<file path="src/design/ghp_pkg.sv">
// Shared constants, codes and request/result types of the generational handle pool.
package ghp_pkg;

  localparam int SLOT_COUNT = 256;
  localparam int GEN_BITS   = 16;
  localparam int IDX_W      = $clog2(SLOT_COUNT);
  localparam int CNT_W      = IDX_W + 1;

  typedef enum logic [1:0] {
    ACT_ALLOC  = 2'd0,
    ACT_FREE   = 2'd1,
    ACT_LOOKUP = 2'd2
  } action_t;

  typedef enum logic [1:0] {
    ST_OK    = 2'd0,
    ST_FULL  = 2'd1,
    ST_STALE = 2'd2
  } status_t;

  typedef struct packed {
    logic [1:0]  action;
    logic [7:0]  handle_index;
    logic [15:0] handle_generation;
  } req_t;

  typedef struct packed {
    logic [1:0]  status;
    logic [7:0]  result_index;
    logic [15:0] result_generation;
  } rsp_t;

  typedef struct packed {
    logic                busy;
    logic [GEN_BITS-1:0] gen;
  } slot_entry_t;

endpackage

</file>
<file path="src/design/ghp_stack_mem.sv">
// Freed-index stack memory, registered read.
module ghp_stack_mem (
  input  logic                      clk,
  input  logic                      rd_en,
  input  logic [ghp_pkg::IDX_W-1:0] rd_addr,
  output logic [ghp_pkg::IDX_W-1:0] rd_data,
  input  logic                      wr_en,
  input  logic [ghp_pkg::IDX_W-1:0] wr_addr,
  input  logic [ghp_pkg::IDX_W-1:0] wr_data
);

  logic [ghp_pkg::IDX_W-1:0] mem [ghp_pkg::SLOT_COUNT];

  always_ff @(posedge clk) begin
    if (wr_en) begin
      mem[wr_addr] <= wr_data;
    end
  end

  always_ff @(posedge clk) begin
    if (rd_en) begin
      rd_data <= mem[rd_addr];
    end
  end

endmodule

</file>
<file path="config.mk">
export PLATFORM = sky130hd
export DESIGN_NAME = ghp_stack_mem
export DESIGN_NICKNAME = d
export VERILOG_FILES = /design/src/design/ghp_pkg.sv /design/src/design/ghp_stack_mem.sv
export SDC_FILE = /design/constraint.sdc
export NUM_CORES = 2
export LEC_CHECK = 0
export BUFFER_PORTS_ARGS = -buffer_cell sky130_fd_sc_hd__buf_2
export CELL_PAD_IN_SITES_DETAIL_PLACEMENT = 0
export CELL_PAD_IN_SITES_GLOBAL_PLACEMENT = 1
export CORE_ASPECT_RATIO = 1.1
export CORE_UTILIZATION = 48
export DETAILED_ROUTE_END_ITERATION = 8
export GPL_TIMING_DRIVEN = 0
export PLACE_DENSITY_LB_ADDON = 0.25
export SLEW_MARGIN = 20
export SYNTH_ARGS = -nofsm -noshare
export SYNTH_HDL_FRONTEND = slang
export SYNTH_SLANG_ARGS = --single-unit
</file>
<file path="constraint.sdc">
create_clock -name clk -period 3.6 [get_ports clk]
set_clock_uncertainty 0.15 [all_clocks]
set_input_delay 0.18 -clock clk [delete_from_list [all_inputs] [get_ports clk]]
set_output_delay 0.18 -clock clk [all_outputs]
set_load 0.005 [all_outputs]
</file>
# Word-level counts from Yosys, hierarchy flattened
# Memory sizes are Yosys's and may differ from the RTL's. A register that Yosys moved wholly into a read port is not among the register bits.
# Cells that the tools add are included.
# word_totals
regBits	0
mem_bits_rw	2048
input_bits	27
output_inout_bits	8
wordCells	3
n_memories	1
# memory_table
name	words	word_bits	read_ports	rd_ports_with_merged_regs	wr	line_no	rtl
mem	256	8	1	1	1	ghp_stack_mem.sv:12	logic [ghp_pkg::IDX_W-1:0] mem [ghp_pkg::SLOT_COUNT];
# op_classes
n_mux	2
# op_table
cell	n
1-bit two-way mux	2

# Logic depth before layout (Yosys ltp)
# depth
depth_word	2
mapped_depth	11
ltp_nobuf	6

# Worst setup path after synthesis
# Ideal clock, no wire load.
# synth_timing
path_type	input to register
startpoint	in rd_addr[0] (netlist name)
endpoint	reg rd_data[2] (netlist name), read port of mem, data pin
setup_time_ns	0.269
arrival_ns	1.987
required_ns	3.181
path_slack_ns	1.194
stages	9
n_path_buf	4
cell_sequence	buf_6 > buf_12 > buf_8 > buf_2 > mux4_2 > a22oi_1 > a21oi_1 > nor4_1 > nor4_2
# synth_rtl
item	line_no	rtl
start, declared	ghp_stack_mem.sv:5	input logic [ghp_pkg::IDX_W-1:0] rd_addr,
end, declared	ghp_stack_mem.sv:6	output logic [ghp_pkg::IDX_W-1:0] rd_data,

==> metrics.md <==
| Metric | Value |
|---|---|
| Final core occ | `54.6%` |
| WL met1 | `91400 um` |
| Slew headroom | `between 20% and 30%` |
| Reg clk slew, reported paths | `roughly 0.06 ns` |
| Core ar. | `approximately 160000 um2` |
| Global-route wire length before repair | `between 300000 and 400000 um` |
| P per Cell Area | `approximately 550 nW/um2` |
| DRT iter0 DRCs | `approximately 6000` |
| Syn Nets | `3760` |
| Detailed-route wire length per cell | `between 30 and 40 um` |
| Crit. End Element | `register` |
| Final nets | `4021` |
| Rows | `156` |
| Die X | `roughly 390 um` |
| Clk_lat worst skew | `0.87 ns` |
| CP max stage cell | `nor4_2` |
| CTS buffer count | `just under 200` |
| Post-CTS Setup Bufs | `0` |
| Fraction of the mapped netlist area in simple logic gates | `2.63%` |
| TritonCTS clock tree | `done` |
| Via/cell ratio | `roughly 6.5` |
| Startpoint Class | `primary input` |
| CP required | `roughly 4 ns` |
| Crit path cell chain | `buf_2, buf_2, nor2_1, clkbuf_1, clkbuf_2, a22oi_1, a21oi_1, nor4_1, nor4_2` |
| Async S/R FF share, synth | `0%` |
| Fin crit share | `105%` |
| Number of synthesized flops with an enable pin | `between 2000 and 2500` |
| Worst VDD drop | `approximately 0.00044 V` |
| Routed wire length | `between 200000 and 250000 um` |
| Final ANT Viol Nets | `0` |
| Combinational family with the most area after synthesis | `multiplexers` |
| Fin. Hold Viols | `0` |
| Fin Hold WS | `0.0491 ns` |
| Syn Area/Cell | `between 20 and 25 um2` |
| Initial Utilization | `~48%` |
| Max Cap Viol | `0` |
| Area growth syn-to-layout | `12.7%` |
| CP max FO | `10` |
| Final Max Tran Viols | `0` |
| HPWL Detailed | `approximately 160000 um` |
| DIE HEIGHT | `429 um` |
| Synth top area cells | `edfxtp_1, mux4_2, mux2i_1` |
| Critical Path Max Stage Delay | `about 0.80 ns` |
| Final WS setup | `-0.167 ns` |
| Cell area after synthesis | `79600 um2` |
| Final instance area | `89800 um2` |
| WP buf/inv | `4` |
| Share of layout cells above drive strength 1 | `approximately a quarter` |
| Placed Area | `between 80000 and 90000 um2` |
| Leakage | `roughly 0.028 uW` |
| Number of global-route vias before repair | `a little over 40000` |
| Die area | `roughly 170000 um2` |
| WP data arrival | `4.14 ns` |
| XOR/XNOR Fraction of Synth Area | `0%` |
| Synth Register Bits | `slightly above 2000` |
| GRT Util Overall | `between 20 and 30%` |
| Fillers | `between 10000 and 15000` |
| Failing checks | `setup timing` |
| H-tree depth | `4` |
| Outcome | `finished with violations` |
| Synth Area in Adders | `0%` |
| CP top delay family | `buffers and inverters` |
| Hold WC Path Type | `primary input to register` |
| Critical path type | `primary input to register` |
| GPL Wtd Cong | `about 0.91` |
| Cells after synthesis | `~3700` |
| Largest net degree at the start of global routing | `133` |
| Final setup viols | `8` |
| Area leader, netlist | `edfxtp_1` |
| CTS max path bufs | `3` |
| Post-synth top area share | `slightly below 80%` |
| Port bufs | `27` |
| Clock root buffer | `clkbuf_16` |
| Routed met3 length | `between 20000 and 25000 um` |
| # clock sinks | `a little over 2000` |
| Most used cell, CP | `buf_2` |
| Worst Max-Slew Pin Slew | `around 1.2 ns` |
| Sum Neg Setup Slack | `-0.609 ns` |
| Crit path time final | `between 3 and 4 ns` |
| Ports | `35` |
| WL met2 | `between 100000 and 150000 um` |
| Complex-gate fraction of the synthesized area | `about 3.4%` |
| Vias after detailed routing | `slightly above 40000` |
| Netlist cell types | `54` |
| 1st-pass router iterations | `5` |
| Fmax | `about 0.27 GHz` |
| Number of antenna violations at the first check in global routing | `22` |
| Synth Flop Type | `edfxtp_1` |
| GRT overflow | `0` |
| RSZ-0062 raised after global routing | `yes` |
| DRC | `0` |
| Top Layer Used | `met5` |
| Multiplexer share of the synthesized area | `about 15%` |
| Yosys Warn Count | `0` |
| Share of the yosys chip area belonging to registers | `between 70% and 80%` |
==> kinds of logic after synthesis <==
kind of cell	Yosys count
AO/OA/AOI/OAI	385
flip-flops	2056
buffers and inverters	235
AND/OR/NAND/NOR	466
multiplexers	591
==> cell type report <==
class	count	area (um2)	area share [%]
Clock inverter	121	1030	1.14
Inverter	2	7.51	0.00836
Buffer	232	1520	1.69
Multi-Input combinational cell	1442	16600	18.5
Antenna cell	5	12.5	0.0139
Sequential cell	2056	61700	68.8
Tap cell	2212	2770	3.08
Timing Repair Buffer	61	922	1.03
Clock buffer	245	5190	5.79
==> power by group <==
part	internal, uW	switching (uW)	leakage [uW]
registers	26400	13.1	0.0185
logic	889	2010	0.00613
clock network	11100	9080	0.00303
==> synth_stat cells, types with 5 or more instances <==
cell type,instances
a211oi_1,16
a21oi_1,96
a221oi_1,13
a22o_1,8
a22oi_1,133
and2_1,6
buf_1,22
buf_12,8
buf_2,31
buf_4,27
buf_6,21
buf_8,13
clkbuf_1,111
edfxtp_1,2056
mux2i_1,134
mux4_2,454
nand2_1,33
nand2b_1,8
nand3_1,34
nand4_1,10
nor2_1,282
nor2b_1,31
nor3_1,22
nor4_1,24
o211ai_1,10
o21ai_0,10
o221ai_1,46
o22a_1,5
o22ai_1,28
==> state kept, by name, indices dropped and copies added (netlist names) <==
signal / cells
mem: 2048
rd_data: 8
==> path summary, 6_finish.rpt <==
path	startpoint	end	slack (ns)	cells past startpoint
setup / recovery	rd_addr[2]	rd_data[7]	-0.17	9
hold / removal	rd_en	rd_data[4]	0.05	2
setup reg to reg	mem[83][3]	rd_data[3]	0.21	6
hold reg to reg	mem[32][5]	rd_data[5]	1.45	6
==> cell usage in the layout, fill, tap and decap left out, types with 7 or more instances in the layout <==
| cell | Yosys | routed |
|---|---|---|
| o221ai_1 | 46 | 46 |
| buf_2 | 31 | 56 |
| nand3_1 | 34 | 34 |
| nor3_2 | 0 | 7 |
| a22oi_1 | 133 | 133 |
| buf_6 | 21 | 22 |
| nand2_1 | 33 | 33 |
| nand4_1 | 10 | 10 |
| buf_8 | 13 | 21 |
| o22ai_1 | 28 | 28 |
| dlygate4sd3_1 | 0 | 9 |
| clkbuf_1 | 111 | 111 |
| nor2_1 | 282 | 278 |
| a21oi_1 | 96 | 96 |
| mux2i_1 | 134 | 134 |
| buf_16 | 0 | 21 |
| bufinv_16 | 0 | 12 |
| nand2b_1 | 8 | 8 |
| clkinv_1 | 1 | 54 |
| a211oi_1 | 16 | 16 |
| nor4_2 | 3 | 17 |
| clkinv_2 | 0 | 35 |
| buf_1 | 22 | 13 |
| clkbuf_2 | 0 | 45 |
| mux4_2 | 454 | 454 |
| nor4_1 | 24 | 10 |
| nor3_1 | 22 | 15 |
| a221oi_1 | 13 | 12 |
| buf_12 | 8 | 8 |
| a22o_1 | 8 | 8 |
| o21ai_0 | 10 | 10 |
| clkbuf_16 | 0 | 201 |
| edfxtp_1 | 2056 | 2056 |
| nor2b_1 | 31 | 31 |
| buf_4 | 27 | 28 |
| o211ai_1 | 10 | 10 |
==> stage by stage <==
| stage | instances | total power, uW | setup WS [ns] |
|---|---|---|---|
| after global placement | 5972 | 29700 | -2.25 |
| after global routing | 6371 | 50500 | -0.0148 |
| after detailed placement | 5997 | 29800 | -1.48 |
| after floorplan | 3733 | 28200 | 1.19 |
| final | 6376 | 49500 | -0.167 |
| after CTS | 6372 | 49500 | 0.0521 |
==> repair_timing <==
item                                     CTS  global route
hold endpoints to repair                1501             0
hold buffers                               9             0
endpoints found under the setup margin     8             5
gates resized for setup                   21            15
==> routing by layer <==
layer  track usage [%]  vias up
met5                 0        -
met4              13.1       20
met3              5.65      494
met2              45.3     2399
met1              39.7    22100
li1                  -    16200
(Power assumes the default switching activity.)
